<file path="src/hw/rtl/bsfc_pkg.sv">
// Shared types and constants of the balancing state-feedback controller.
// No dependencies; every other file of the block imports this package.
`timescale 1ns / 1ps

package bsfc_pkg;

  localparam int DATA_W      = 32;
  localparam int REF_SPEED_W = 18;
  localparam int REF_TURN_W  = 20;
  localparam int CFG_IDX_W   = 3;

  // The serial dividers see a 35-bit signed numerator; the quotient is one bit narrower.
  localparam int NUM_W = 35;
  localparam int QUO_W = NUM_W - 1;

  localparam int POS_DIVISOR = 20;
  localparam int YAW_DIVISOR = 250;

  typedef enum logic [CFG_IDX_W-1:0] {
    CFG_ENABLE      = 3'd0,
    CFG_SPEED_MODE  = 3'd1,
    CFG_RATE_MODE   = 3'd2,
    CFG_REF_DISP    = 3'd3,
    CFG_REF_SPEED   = 3'd4,
    CFG_REF_HEADING = 3'd5,
    CFG_REF_TURN    = 3'd6
  } cfg_idx_e;

  typedef struct packed {
    logic signed [DATA_W-1:0] left_wheel_angle;
    logic signed [DATA_W-1:0] right_wheel_angle;
    logic signed [DATA_W-1:0] yaw_rate;
    logic signed [DATA_W-1:0] pitch_angle;
    logic signed [DATA_W-1:0] pitch_rate;
    logic                     latch_offset;
    logic                     clear_heading;
  } in_item_t;

  typedef struct packed {
    logic signed [DATA_W-1:0] left_torque;
    logic signed [DATA_W-1:0] right_torque;
  } out_item_t;

endpackage

</file>
<file path="src/hw/rtl/bsfc_if.sv">
// Valid/ready channel interfaces for sensor requests and torque results.
// Depends on bsfc_pkg for the payload types.
`timescale 1ns / 1ps

interface bsfc_in_if;
  import bsfc_pkg::*;

  logic     valid;
  logic     ready;
  in_item_t payload;

  modport source (output valid, output payload, input ready);
  modport sink   (input valid, input payload, output ready);
endinterface

interface bsfc_out_if;
  import bsfc_pkg::*;

  logic      valid;
  logic      ready;
  out_item_t payload;

  modport source (output valid, output payload, input ready);
  modport sink   (input valid, input payload, output ready);
endinterface

</file>
<file path="src/hw/rtl/bsfc_const_div.sv">
// Bit-serial restoring divider by a constant, rounding toward minus infinity.
// Depends on bsfc_pkg for default widths; one quotient bit per cycle.
`timescale 1ns / 1ps

module bsfc_const_div #(
  parameter int NumW    = bsfc_pkg::NUM_W,
  parameter int Divisor = bsfc_pkg::POS_DIVISOR
) (
  input  logic                   clk_i,
  input  logic                   rst_ni,
  input  logic                   start_i,
  input  logic signed [NumW-1:0] num_i,
  output logic                   busy_o,
  output logic signed [NumW-2:0] quo_o
);
  import bsfc_pkg::*;

  localparam int QuoW = NumW - 1;
  localparam int RemW = $clog2(2 * Divisor);
  localparam int CntW = $clog2(QuoW);
  localparam logic [CntW-1:0] LastStep = CntW'(QuoW - 1);
  localparam logic [RemW-1:0] DivisorV = RemW'(Divisor);

  logic [QuoW-1:0] mag_q;
  logic [RemW-2:0] rem_q;
  logic            neg_q;
  logic            busy_q;
  logic [CntW-1:0] cnt_q;
  logic [RemW-1:0] trial;
  logic            fits;
  logic [RemW-1:0] rem_d;

  assign trial = {rem_q, mag_q[QuoW-1]};
  assign fits  = (trial >= DivisorV);
  assign rem_d = fits ? (trial - DivisorV) : trial;

  always_ff @(posedge clk_i or negedge rst_ni) begin
    if (!rst_ni) begin
      busy_q <= 1'b0;
      cnt_q  <= '0;
    end else if (start_i) begin
      busy_q <= 1'b1;
      cnt_q  <= '0;
    end else if (busy_q) begin
      cnt_q <= cnt_q + 1'b1;
      if (cnt_q == LastStep) begin
        busy_q <= 1'b0;
      end
    end
  end

  // A negative numerator v is divided as ~v, and the quotient is complemented:
  // floor(v / d) equals ~floor(~v / d) for v below zero.
  always_ff @(posedge clk_i) begin
    if (start_i) begin
      neg_q <= num_i[NumW-1];
      mag_q <= num_i[NumW-1] ? ~num_i[QuoW-1:0] : num_i[QuoW-1:0];
      rem_q <= '0;
    end else if (busy_q) begin
      mag_q <= {mag_q[QuoW-2:0], fits};
      rem_q <= rem_d[RemW-2:0];
    end
  end

  assign busy_o = busy_q;
  assign quo_o  = neg_q ? ~mag_q : mag_q;

endmodule

</file>
<file path="src/hw/rtl/balancing_state_feedback_controller_core.sv">
// Top level of the balancing state-feedback controller: config registers, sequencer,
// bit-serial state update and gain accumulation. Depends on bsfc_pkg, bsfc_if, bsfc_const_div.
//
//   Channel   Dir  Carries                                   Handshake
//   req_i     in   wheel angles, yaw, pitch, flags           valid/ready, taken when both high
//   rsp_o     out  left and right torque                     valid/ready, taken when both high
//   cfg_*     in   register index and write data             write enable, no back-pressure
//
// A request passes through the two serial dividers that form the position and the heading
// increment, a load step, the LSB-first serial accumulation of both torques, a saturation
// step into the output register and the idle step that accepts the next request.
// Reset clears the configuration to its defaults and the position and heading state.
// A new request is taken while a finished result still waits in the output register;
// the sequencer only holds in its last step while that register is full.
`timescale 1ns / 1ps

module balancing_state_feedback_controller_core (
  input  logic                           clk_i,
  input  logic                           rst_ni,
  input  logic                           cfg_we_i,
  input  logic [bsfc_pkg::CFG_IDX_W-1:0] cfg_idx_i,
  input  logic [bsfc_pkg::DATA_W-1:0]    cfg_wdata_i,
  bsfc_in_if.sink                        req_i,
  bsfc_out_if.source                     rsp_o
);
  import bsfc_pkg::*;

  localparam int ACC_W = 44;
  localparam int SUM_W = 13;
  localparam int CNT_W = $clog2(ACC_W);
  localparam logic [CNT_W-1:0] LAST_BIT   = CNT_W'(ACC_W - 1);
  localparam logic [CNT_W-1:0] STATE_BITS = CNT_W'(DATA_W);

  localparam int YAW_SHIFT = 2;
  localparam int G_X       = 10;
  localparam int SPEED_NUM = 125;

  localparam logic signed [SUM_W-1:0] W_X      = SUM_W'(G_X);
  localparam logic signed [SUM_W-1:0] W_SPEED  = SUM_W'(G_X * SPEED_NUM / 2);
  localparam logic signed [SUM_W-1:0] W_PARITY = SUM_W'(G_X / 2);
  localparam logic signed [SUM_W-1:0] W_HEAD   = SUM_W'(12);
  localparam logic signed [SUM_W-1:0] W_TURN   = SUM_W'(1);
  localparam logic signed [SUM_W-1:0] W_PITCH  = SUM_W'(80);

  localparam logic signed [REF_SPEED_W-1:0] SPEED_MAX = REF_SPEED_W'(65536);
  localparam logic signed [REF_SPEED_W-1:0] SPEED_MIN = -SPEED_MAX;
  localparam logic signed [REF_TURN_W-1:0]  TURN_MAX  = REF_TURN_W'(327680);
  localparam logic signed [REF_TURN_W-1:0]  TURN_MIN  = -TURN_MAX;

  typedef enum logic [1:0] {
    StIdle,
    StDiv,
    StSer,
    StOut
  } state_e;

  state_e           state_q;
  logic [CNT_W-1:0] cnt_q;
  logic             rsp_valid_q;
  out_item_t        rsp_data_q;

  // Configuration registers.
  logic                           en_q;
  logic                           speed_mode_q;
  logic                           rate_mode_q;
  logic signed [DATA_W-1:0]       ref_disp_q;
  logic signed [REF_SPEED_W-1:0]  ref_speed_q;
  logic signed [DATA_W-1:0]       ref_heading_q;
  logic signed [REF_TURN_W-1:0]   ref_turn_q;

  // Controller state.
  logic [DATA_W-1:0] prev_q;
  logic [DATA_W-1:0] offset_q;
  logic [DATA_W-1:0] heading_q;

  // Operand shift registers, shifted right with sign fill.
  logic signed [DATA_W-1:0]      disp_sr_q;
  logic signed [REF_SPEED_W-1:0] speed_sr_q;
  logic signed [DATA_W-1:0]      head_sr_q;
  logic signed [REF_TURN_W-1:0]  turn_sr_q;
  logic signed [DATA_W-1:0]      yaw_sr_q;
  logic signed [DATA_W-1:0]      pitch_sr_q;
  logic signed [DATA_W-1:0]      prate_sr_q;
  logic signed [QUO_W-1:0]       pos_sr_q;
  logic signed [QUO_W-1:0]       qy_sr_q;
  logic [ACC_W-1:0]              acc_l_q;
  logic [ACC_W-1:0]              acc_r_q;
  logic signed [SUM_W-1:0]       carry_l_q;
  logic signed [SUM_W-1:0]       carry_r_q;
  logic                          hcarry_q;
  logic                          d0_q;
  logic                          vsign_q;

  in_item_t                      item;
  logic                          req_fire;
  logic signed [NUM_W-1:0]       pos_num;
  logic signed [NUM_W-1:0]       yaw_num;
  logic                          pos_busy;
  logic                          yaw_busy;
  logic                          div_busy;
  logic signed [QUO_W-1:0]       pos_quo;
  logic signed [QUO_W-1:0]       yaw_quo;
  logic signed [REF_SPEED_W-1:0] speed_lim;
  logic signed [REF_TURN_W-1:0]  turn_lim;

  logic                          ser_low;
  logic                          p_bit;
  logic                          q_bit;
  logic                          v_bit;
  logic                          o_bit;
  logic                          h_bit;
  logic                          h_sum;
  logic                          h_cout;
  logic signed [SUM_W-1:0]       common;
  logic signed [SUM_W-1:0]       diff;
  logic signed [SUM_W-1:0]       t_l;
  logic signed [SUM_W-1:0]       t_r;
  out_item_t                     result;

  function automatic logic signed [SUM_W-1:0] wt(logic b, logic signed [SUM_W-1:0] c);
    return b ? c : '0;
  endfunction

  function automatic logic signed [DATA_W-1:0] sat(logic [ACC_W-1:0] v);
    logic [ACC_W-DATA_W:0] hi;
    hi = v[ACC_W-1:DATA_W-1];
    if ((&hi) || !(|hi)) begin
      return v[DATA_W-1:0];
    end else if (v[ACC_W-1]) begin
      return {1'b1, {(DATA_W-1){1'b0}}};
    end else begin
      return {1'b0, {(DATA_W-1){1'b1}}};
    end
  endfunction

  assign item        = req_i.payload;
  assign req_i.ready = (state_q == StIdle);
  assign req_fire    = req_i.valid && req_i.ready;

  assign pos_num = NUM_W'(item.left_wheel_angle) + NUM_W'(item.right_wheel_angle) +
                   NUM_W'(POS_DIVISOR / 2);
  assign yaw_num = (NUM_W'(item.yaw_rate) <<< YAW_SHIFT) + NUM_W'(YAW_DIVISOR / 2);

  bsfc_const_div #(
    .NumW    (NUM_W),
    .Divisor (POS_DIVISOR)
  ) u_pos_div (
    .clk_i   (clk_i),
    .rst_ni  (rst_ni),
    .start_i (req_fire),
    .num_i   (pos_num),
    .busy_o  (pos_busy),
    .quo_o   (pos_quo)
  );

  bsfc_const_div #(
    .NumW    (NUM_W),
    .Divisor (YAW_DIVISOR)
  ) u_yaw_div (
    .clk_i   (clk_i),
    .rst_ni  (rst_ni),
    .start_i (req_fire),
    .num_i   (yaw_num),
    .busy_o  (yaw_busy),
    .quo_o   (yaw_quo)
  );

  assign div_busy = pos_busy | yaw_busy;

  always_comb begin
    if (ref_speed_q > SPEED_MAX) begin
      speed_lim = SPEED_MAX;
    end else if (ref_speed_q < SPEED_MIN) begin
      speed_lim = SPEED_MIN;
    end else begin
      speed_lim = ref_speed_q;
    end
    if (ref_turn_q > TURN_MAX) begin
      turn_lim = TURN_MAX;
    end else if (ref_turn_q < TURN_MIN) begin
      turn_lim = TURN_MIN;
    end else begin
      turn_lim = ref_turn_q;
    end
  end

  // The 32-bit state words are only updated during the low 32 serial steps; above that
  // each stream repeats its sign bit.
  assign ser_low = (cnt_q < STATE_BITS);
  assign p_bit   = pos_sr_q[0];
  assign q_bit   = qy_sr_q[0];
  assign h_sum   = heading_q[0] ^ q_bit ^ hcarry_q;
  assign h_cout  = (heading_q[0] & q_bit) | (hcarry_q & (heading_q[0] ^ q_bit));
  assign h_bit   = ser_low ? h_sum : heading_q[DATA_W-1];
  assign v_bit   = ser_low ? prev_q[0] : vsign_q;
  assign o_bit   = ser_low ? offset_q[0] : offset_q[DATA_W-1];

  // Each torque is a sum of small constants times operand bits plus a signed carry.
  // The speed term uses 10*speed = 5*(125*(pos - prev) + parity of the difference).
  always_comb begin
    common = wt(p_bit, W_SPEED) - wt(v_bit, W_SPEED)
           - wt(disp_sr_q[0], W_X) - wt(speed_sr_q[0], W_X)
           + wt(pitch_sr_q[0], W_PITCH) + wt(prate_sr_q[0], W_X);
    if (!speed_mode_q) begin
      common = common + wt(p_bit, W_X) - wt(o_bit, W_X);
    end
    if (cnt_q == '0) begin
      common = common + wt(d0_q, W_PARITY);
    end
    diff = wt(head_sr_q[0], W_HEAD) + wt(turn_sr_q[0], W_TURN) - wt(yaw_sr_q[0], W_TURN);
    if (!rate_mode_q) begin
      diff = diff - wt(h_bit, W_HEAD);
    end
    t_l = carry_l_q + common + diff;
    t_r = carry_r_q + common - diff;
  end

  always_comb begin
    result.left_torque  = en_q ? sat(acc_l_q) : '0;
    result.right_torque = en_q ? sat(acc_r_q) : '0;
  end

  always_ff @(posedge clk_i or negedge rst_ni) begin
    if (!rst_ni) begin
      en_q          <= 1'b1;
      speed_mode_q  <= 1'b1;
      rate_mode_q   <= 1'b1;
      ref_disp_q    <= '0;
      ref_speed_q   <= '0;
      ref_heading_q <= '0;
      ref_turn_q    <= '0;
      prev_q        <= '0;
      offset_q      <= '0;
      heading_q     <= '0;
    end else begin
      if (cfg_we_i) begin
        case (cfg_idx_e'(cfg_idx_i))
          CFG_ENABLE:      en_q          <= cfg_wdata_i[0];
          CFG_SPEED_MODE:  speed_mode_q  <= cfg_wdata_i[0];
          CFG_RATE_MODE:   rate_mode_q   <= cfg_wdata_i[0];
          CFG_REF_DISP:    ref_disp_q    <= cfg_wdata_i;
          CFG_REF_SPEED:   ref_speed_q   <= cfg_wdata_i[REF_SPEED_W-1:0];
          CFG_REF_HEADING: ref_heading_q <= cfg_wdata_i;
          CFG_REF_TURN:    ref_turn_q    <= cfg_wdata_i[REF_TURN_W-1:0];
          default: ;
        endcase
      end
      if (req_fire) begin
        if (item.latch_offset) begin
          offset_q <= prev_q;
        end
        if (item.clear_heading) begin
          heading_q <= '0;
        end
      end else if (state_q == StSer && ser_low) begin
        // The previous position fills with the new one, the offset rotates back to
        // itself, and the heading takes the serial sum with its increment.
        prev_q    <= {p_bit, prev_q[DATA_W-1:1]};
        offset_q  <= {offset_q[0], offset_q[DATA_W-1:1]};
        heading_q <= {h_sum, heading_q[DATA_W-1:1]};
      end
    end
  end

  always_ff @(posedge clk_i) begin
    if (req_fire) begin
      disp_sr_q  <= ref_disp_q;
      speed_sr_q <= speed_lim;
      head_sr_q  <= ref_heading_q;
      turn_sr_q  <= turn_lim;
      yaw_sr_q   <= item.yaw_rate;
      pitch_sr_q <= item.pitch_angle;
      prate_sr_q <= item.pitch_rate;
    end else if (state_q == StDiv && !div_busy) begin
      pos_sr_q  <= pos_quo;
      qy_sr_q   <= yaw_quo;
      d0_q      <= pos_quo[0] ^ prev_q[0];
      vsign_q   <= prev_q[DATA_W-1];
      hcarry_q  <= 1'b0;
      carry_l_q <= '0;
      carry_r_q <= '0;
    end else if (state_q == StSer) begin
      disp_sr_q  <= {disp_sr_q[DATA_W-1], disp_sr_q[DATA_W-1:1]};
      speed_sr_q <= {speed_sr_q[REF_SPEED_W-1], speed_sr_q[REF_SPEED_W-1:1]};
      head_sr_q  <= {head_sr_q[DATA_W-1], head_sr_q[DATA_W-1:1]};
      turn_sr_q  <= {turn_sr_q[REF_TURN_W-1], turn_sr_q[REF_TURN_W-1:1]};
      yaw_sr_q   <= {yaw_sr_q[DATA_W-1], yaw_sr_q[DATA_W-1:1]};
      pitch_sr_q <= {pitch_sr_q[DATA_W-1], pitch_sr_q[DATA_W-1:1]};
      prate_sr_q <= {prate_sr_q[DATA_W-1], prate_sr_q[DATA_W-1:1]};
      pos_sr_q   <= {pos_sr_q[QUO_W-1], pos_sr_q[QUO_W-1:1]};
      qy_sr_q    <= {qy_sr_q[QUO_W-1], qy_sr_q[QUO_W-1:1]};
      acc_l_q    <= {t_l[0], acc_l_q[ACC_W-1:1]};
      acc_r_q    <= {t_r[0], acc_r_q[ACC_W-1:1]};
      carry_l_q  <= t_l >>> 1;
      carry_r_q  <= t_r >>> 1;
      hcarry_q   <= h_cout;
    end
  end

  always_ff @(posedge clk_i or negedge rst_ni) begin
    if (!rst_ni) begin
      state_q     <= StIdle;
      cnt_q       <= '0;
      rsp_valid_q <= 1'b0;
      rsp_data_q  <= '0;
    end else begin
      // In the output step the register is either refilled or held full.
      if (rsp_valid_q && rsp_o.ready && state_q != StOut) begin
        rsp_valid_q <= 1'b0;
      end
      case (state_q)
        StIdle: begin
          if (req_fire) begin
            state_q <= StDiv;
          end
        end
        StDiv: begin
          if (!div_busy) begin
            state_q <= StSer;
            cnt_q   <= '0;
          end
        end
        StSer: begin
          cnt_q <= cnt_q + 1'b1;
          if (cnt_q == LAST_BIT) begin
            state_q <= StOut;
          end
        end
        StOut: begin
          if (!rsp_valid_q || rsp_o.ready) begin
            rsp_valid_q <= 1'b1;
            rsp_data_q  <= result;
            state_q     <= StIdle;
          end
        end
        default: state_q <= StIdle;
      endcase
    end
  end

  assign rsp_o.valid   = rsp_valid_q;
  assign rsp_o.payload = rsp_data_q;

endmodule

</file>
<file path="src/flat_wrapper.sv">
// flat-port wrapper written by rule: the top's interface ports become plain ports
module balancing_state_feedback_controller_core_flat import bsfc_pkg::*;
  (clk_i, rst_ni, cfg_we_i, cfg_idx_i, cfg_wdata_i, req_i_valid, req_i_payload, req_i_ready, rsp_o_valid, rsp_o_payload, rsp_o_ready);
  bsfc_in_if req_i_i ();
  bsfc_out_if rsp_o_i ();
  input  logic clk_i;
  input  logic rst_ni;
  input  logic cfg_we_i;
  input  logic [bsfc_pkg::CFG_IDX_W-1:0] cfg_idx_i;
  input  logic [bsfc_pkg::DATA_W-1:0] cfg_wdata_i;
  input wire logic [$bits(req_i_i.valid)-1:0] req_i_valid;
  input wire logic [$bits(req_i_i.payload)-1:0] req_i_payload;
  output wire logic [$bits(req_i_i.ready)-1:0] req_i_ready;
  output wire logic [$bits(rsp_o_i.valid)-1:0] rsp_o_valid;
  output wire logic [$bits(rsp_o_i.payload)-1:0] rsp_o_payload;
  input wire logic [$bits(rsp_o_i.ready)-1:0] rsp_o_ready;
  assign req_i_i.valid = req_i_valid;
  assign req_i_i.payload = req_i_payload;
  assign req_i_ready = req_i_i.ready;
  assign rsp_o_valid = rsp_o_i.valid;
  assign rsp_o_payload = rsp_o_i.payload;
  assign rsp_o_i.ready = rsp_o_ready;
  balancing_state_feedback_controller_core u_core (.clk_i(clk_i), .rst_ni(rst_ni), .cfg_we_i(cfg_we_i), .cfg_idx_i(cfg_idx_i), .cfg_wdata_i(cfg_wdata_i), .req_i(req_i_i), .rsp_o(rsp_o_i));
endmodule
</file>
<file path="config.mk">
export PLATFORM = sky130hd
export DESIGN_NAME = balancing_state_feedback_controller_core_flat
export DESIGN_NICKNAME = d
export VERILOG_FILES = /design/src/hw/rtl/bsfc_pkg.sv /design/src/hw/rtl/bsfc_if.sv /design/src/hw/rtl/bsfc_const_div.sv /design/src/hw/rtl/balancing_state_feedback_controller_core.sv /design/src/flat_wrapper.sv
export SDC_FILE = /design/constraint.sdc
export NUM_CORES = 1
export LEC_CHECK = 0
export BUFFER_PORTS_ARGS = -buffer_cell sky130_fd_sc_hd__buf_2
export CORE_AREA = 2 2 356 358
export DETAILED_ROUTE_END_ITERATION = 6
export DIE_AREA = 0 0 358 360
export GPL_TIMING_DRIVEN = 0
export HOLD_SLACK_MARGIN = 0.02
export PLACE_DENSITY = 0.42
export SYNTH_ARGS = -nofsm -noshare
export SYNTH_HDL_FRONTEND = slang
export SYNTH_SLANG_ARGS = --single-unit
</file>
<file path="constraint.sdc">
create_clock -name clk_i -period 23.7 [get_ports clk_i]
set_input_delay 4.74 -clock clk_i [delete_from_list [all_inputs] [get_ports clk_i]]
set_output_delay 4.74 -clock clk_i [all_outputs]
set_load 0.02 [all_outputs]
</file>
==> run_results.csv <==
group,metric,value,unit
grt,grtUsageTotal,15.3,%
timing,slew_headroom,19.6,%
logic_synthesis,synth-edff-count,451,
routing,finalWirelength,98300,um
logic_synthesis,yosysSeqAreaShare,56.2,%
timing,maxClockFrequency,109,MHz
cts,cts-resized-gates,0,
routing,drc,1,
layout,relative_area_change_from_synthesis_to_final_layout,17.9,%
routing,detail_route.vias_per_cell,4.68,
layout,filler_cell_count_in_the_final_layout,12709,
placement,placement.io_buffers,266,
logic_synthesis,synth.top_cell.area_share,36.2,%
die,floorplan_core_area,125000,um^2
critical_path,cp_slowest_stage_delay,0.90,ns
critical_path,worstPathBufferInverterCount,7,
grt,grt.overflow.total,0,
logic_synthesis,ys_async_sr_fraction,38.3,%
cts,numCtsBuffers,90,
placement,dpl.hpwl,71100,um
die,die-area,129000,um^2
logic_synthesis,synth-seq-cells,752,
die,core.rowCount,130,
critical_path,critical-path-slowest-cell,"clkbuf_1",
timing,fin_crit,9.17,ns
routing,drt_first_pass_iters,7,
logic_synthesis,synthesized_cell_area,37400,um^2
critical_path,crit_family,"buffers and inverters",
layout,nets_final,4148,
run_status,outcome,"finished, violations left",
placement,gp_routability_congestion,0.778,
critical_path,cp-end-kind,"flop",
grt,wire_length_of_the_first_global_routing_pass,155000,um
layout,register_area,21000,um^2
power_and_ir_drop,maximum_vdd_ir_drop,0.000110,V
timing,finClkSkew,0.0319,ns
timing,tns,0,ns
critical_path,cell_chain_critical_path,"buf_2 > nand2_1 > clkbuf_1 > clkbuf_1 > buf_1 > nand2_4 > buf_16 > buf_16 > buf_16",
die,number_of_top_level_design_ports,268,
power_and_ir_drop,power_leakage,18.3,nW
run_status,failed_checks,"design-rule violations",
power_and_ir_drop,power.density,135,nW/um^2
die,start_util,29.9,%
timing,max_slew_vio_count,0,
routing,number_of_vias_after_detailed_routing,25885,
die,die_height,360,um
cts,post_cts.repair.setup_buffers,0,
logic_synthesis,synth.distinct_cells,83,
die,width_of_the_die,358,um
cts,cts-root-to-sink-buffers,3,
cts,htreeDepth,3,
grt,number_of_antenna_violations_at_the_first_check_in_global_routing,23,
timing,worst-slew-pin-transition,1.21,ns
timing,setup_repair_after_global_routing_missed_its_margin,"false",
routing,route.antenna.remaining_nets,0,
timing,finalSetupViolCount,0,
cts,cts_tree,"done",
worst_hold_path,worst_hold_path_type,"reg2reg",
grt,grt_pass1_vias,26235,
layout,multi_input_area,15200,um^2
cts,cts.root.buffer_cell,"clkbuf_16",
routing,first_iter_violations,1589,
logic_synthesis,synth_fp_nets,3779,
logic_synthesis,yosysWarnings,0,
logic_synthesis,synth_flop_cell,"edfxtp_1",
layout,share_of_post_route_cells_with_drive_strength_above_1,15.0,%
critical_path,highest_fanout_seen_on_the_critical_path,55,
critical_path,worst-endpoint-required,24.08,ns
timing,layout_worst_path_cycle_share,38.7,%
timing,timing_hold_violations_final,0,
logic_synthesis,synthesis.area_per_instance,10.9,um^2
critical_path,crit_path_start_kind,"input pin",
logic_synthesis,syn_inst,3435,
critical_path,setup.worst_path.class,"in2reg",
layout,finish.utilization,35.3,%
cts,numClockSinks,752,
logic_synthesis,synth.area.top_cells,"edfxtp_1 36%, dfrtp_1 19%, nand2_1 8.0%",
cts,clkSlewWorstSetupHoldPaths,0.06,ns
critical_path,timing.critical_path.mode_cell,"buf_16",
critical_path,critical_path_arrival,9.55,ns
job,max_cap_viol_count,0,
cts,worst_skew_pair.late_latency,0.68,ns
routing,wl_per_cell,17.8,um
grt,grt_start_max_net_pins,112,
logic_synthesis,yosysTopAreaCell,"edfxtp_1",
cts,postCtsHoldBufs,0,
## per-stage QoR
step	hold slack [ns]	power, mW	worst slack, ns	cells	area [um^2]
3_5_place_dp	0.436	4.60	13.56	5362	41100
5_1_grt	0.457	6.45	14.21	5532	44100
3_3_place_gp	0.436	4.63	7.36	5351	40800
6_report	0.442	5.93	14.53	5536	44100
2_1_floorplan	0.427	3.93	13.31	3435	37400
4_1_cts	0.441	6.03	14.29	5531	44100
## cell type report
| class | count | area share (%) |
|---|---|---|
| clock inverter | 29 | 0.727 |
| sequential | 752 | 47.7 |
| multi-input combinational | 2384 | 34.6 |
| clock buffer | 140 | 6.02 |
| tap | 1650 | 4.68 |
| timing repair buffer | 277 | 3.66 |
| buffer | 171 | 1.53 |
| antenna | 5 | 0.0284 |
| inverter | 128 | 1.09 |
## routing by layer
metal | track usage [%] | vias up | wire length [um]
li1 | - | 12761 | -
met1 | 22.8 | 12437 | 50100
met2 | 22.6 | 501 | 41500
met3 | 3.01 | 158 | 4500
met4 | 3.61 | 28 | 1980
met5 | 0 | - | 181
## worst paths after layout
check	startpoint	end	slack (ns)	cells past startpoint
min in group asynchronous	rst_ni	u_core.rsp_o.payload[20]	4.11	1
hold reg to reg	u_core.acc_r_q[13]	u_core.acc_r_q[12]	0.44	0
max in group asynchronous	rst_ni	u_core.ref_disp_q[16]	18.09	3
hold / removal	u_core.acc_r_q[13]	u_core.acc_r_q[12]	0.44	0
setup / recovery	req_i_valid	u_core.pitch_sr_q[22]	14.53	9
setup reg to reg	u_core.cnt_q[5]	u_core.carry_r_q[11]	15.70	29
## flip-flops by register name, summed over array words and instances, names as in the netlist, 34 cells and up
signal and count:
u_core.rsp_o.payload 64, u_core.acc_l_q 44, u_core.acc_r_q 44, u_core.pos_sr_q 34, u_core.qy_sr_q 34, u_core.u_pos_div.mag_q 34, u_core.u_yaw_div.mag_q 34
## kinds of logic (layout without fill, tap and decap cells)
family,Yosys count,after routing,share of synthesized area (%)
AND/OR/NAND/NOR,1175,1175,13.4
flip-flops,752,752,56.2
AO/OA/AOI/OAI,611,611,9.90
buffers and inverters,299,745,3.09
XOR/XNOR,266,266,6.27
multiplexers,190,190,5.57
adder cells (fa/ha/maj),142,142,5.52
other,0,5,0
## cell usage after synthesis (24+ instances only)
master	number
edfxtp_1	451
o21ai_0	259
o21ai_1	29
nand4_1	34
a21oi_1	129
nand2_1	794
mux2_2	143
ha_1	104
xnor2_1	191
nand3_1	37
mux2i_1	47
nor4_1	24
nor3_1	38
a21o_1	27
inv_1	127
xor2_1	74
a22o_1	63
dfrtp_1	285
fa_1	38
clkbuf_1	148
nor2_1	137
## cell usage in the layout (no fill, tap or decap), types with 93 or more instances in the layout
master	netlist	routed
nand2_1	794	793
edfxtp_1	451	451
buf_2	2	267
clkbuf_16	0	93
o21ai_0	259	259
ha_1	104	103
inv_1	127	127
dfrtp_1	285	285
a21oi_1	129	129
nor2_1	137	136
xnor2_1	191	191
clkbuf_1	148	179
mux2_2	143	143
## worst register-to-register path: cells and delay by family (launching register included)
family | cells | cell delay (ns)
flops | 1 | 0.31
buf+inv | 6 | 0.87
compound gates | 8 | 2.08
mux | 1 | 0.54
fa+ha+maj | 7 | 2.70
xor+xnor | 5 | 1.14
simple gates | 2 | 0.12
## power by group
group / switching, mW / internal [mW]
registers: 0.116 / 1.85
clock network: 0.571 / 0.818
logic: 1.55 / 1.03
total: 2.24 / 3.69
No activity file was read; power rests on OpenSTA's default activity.
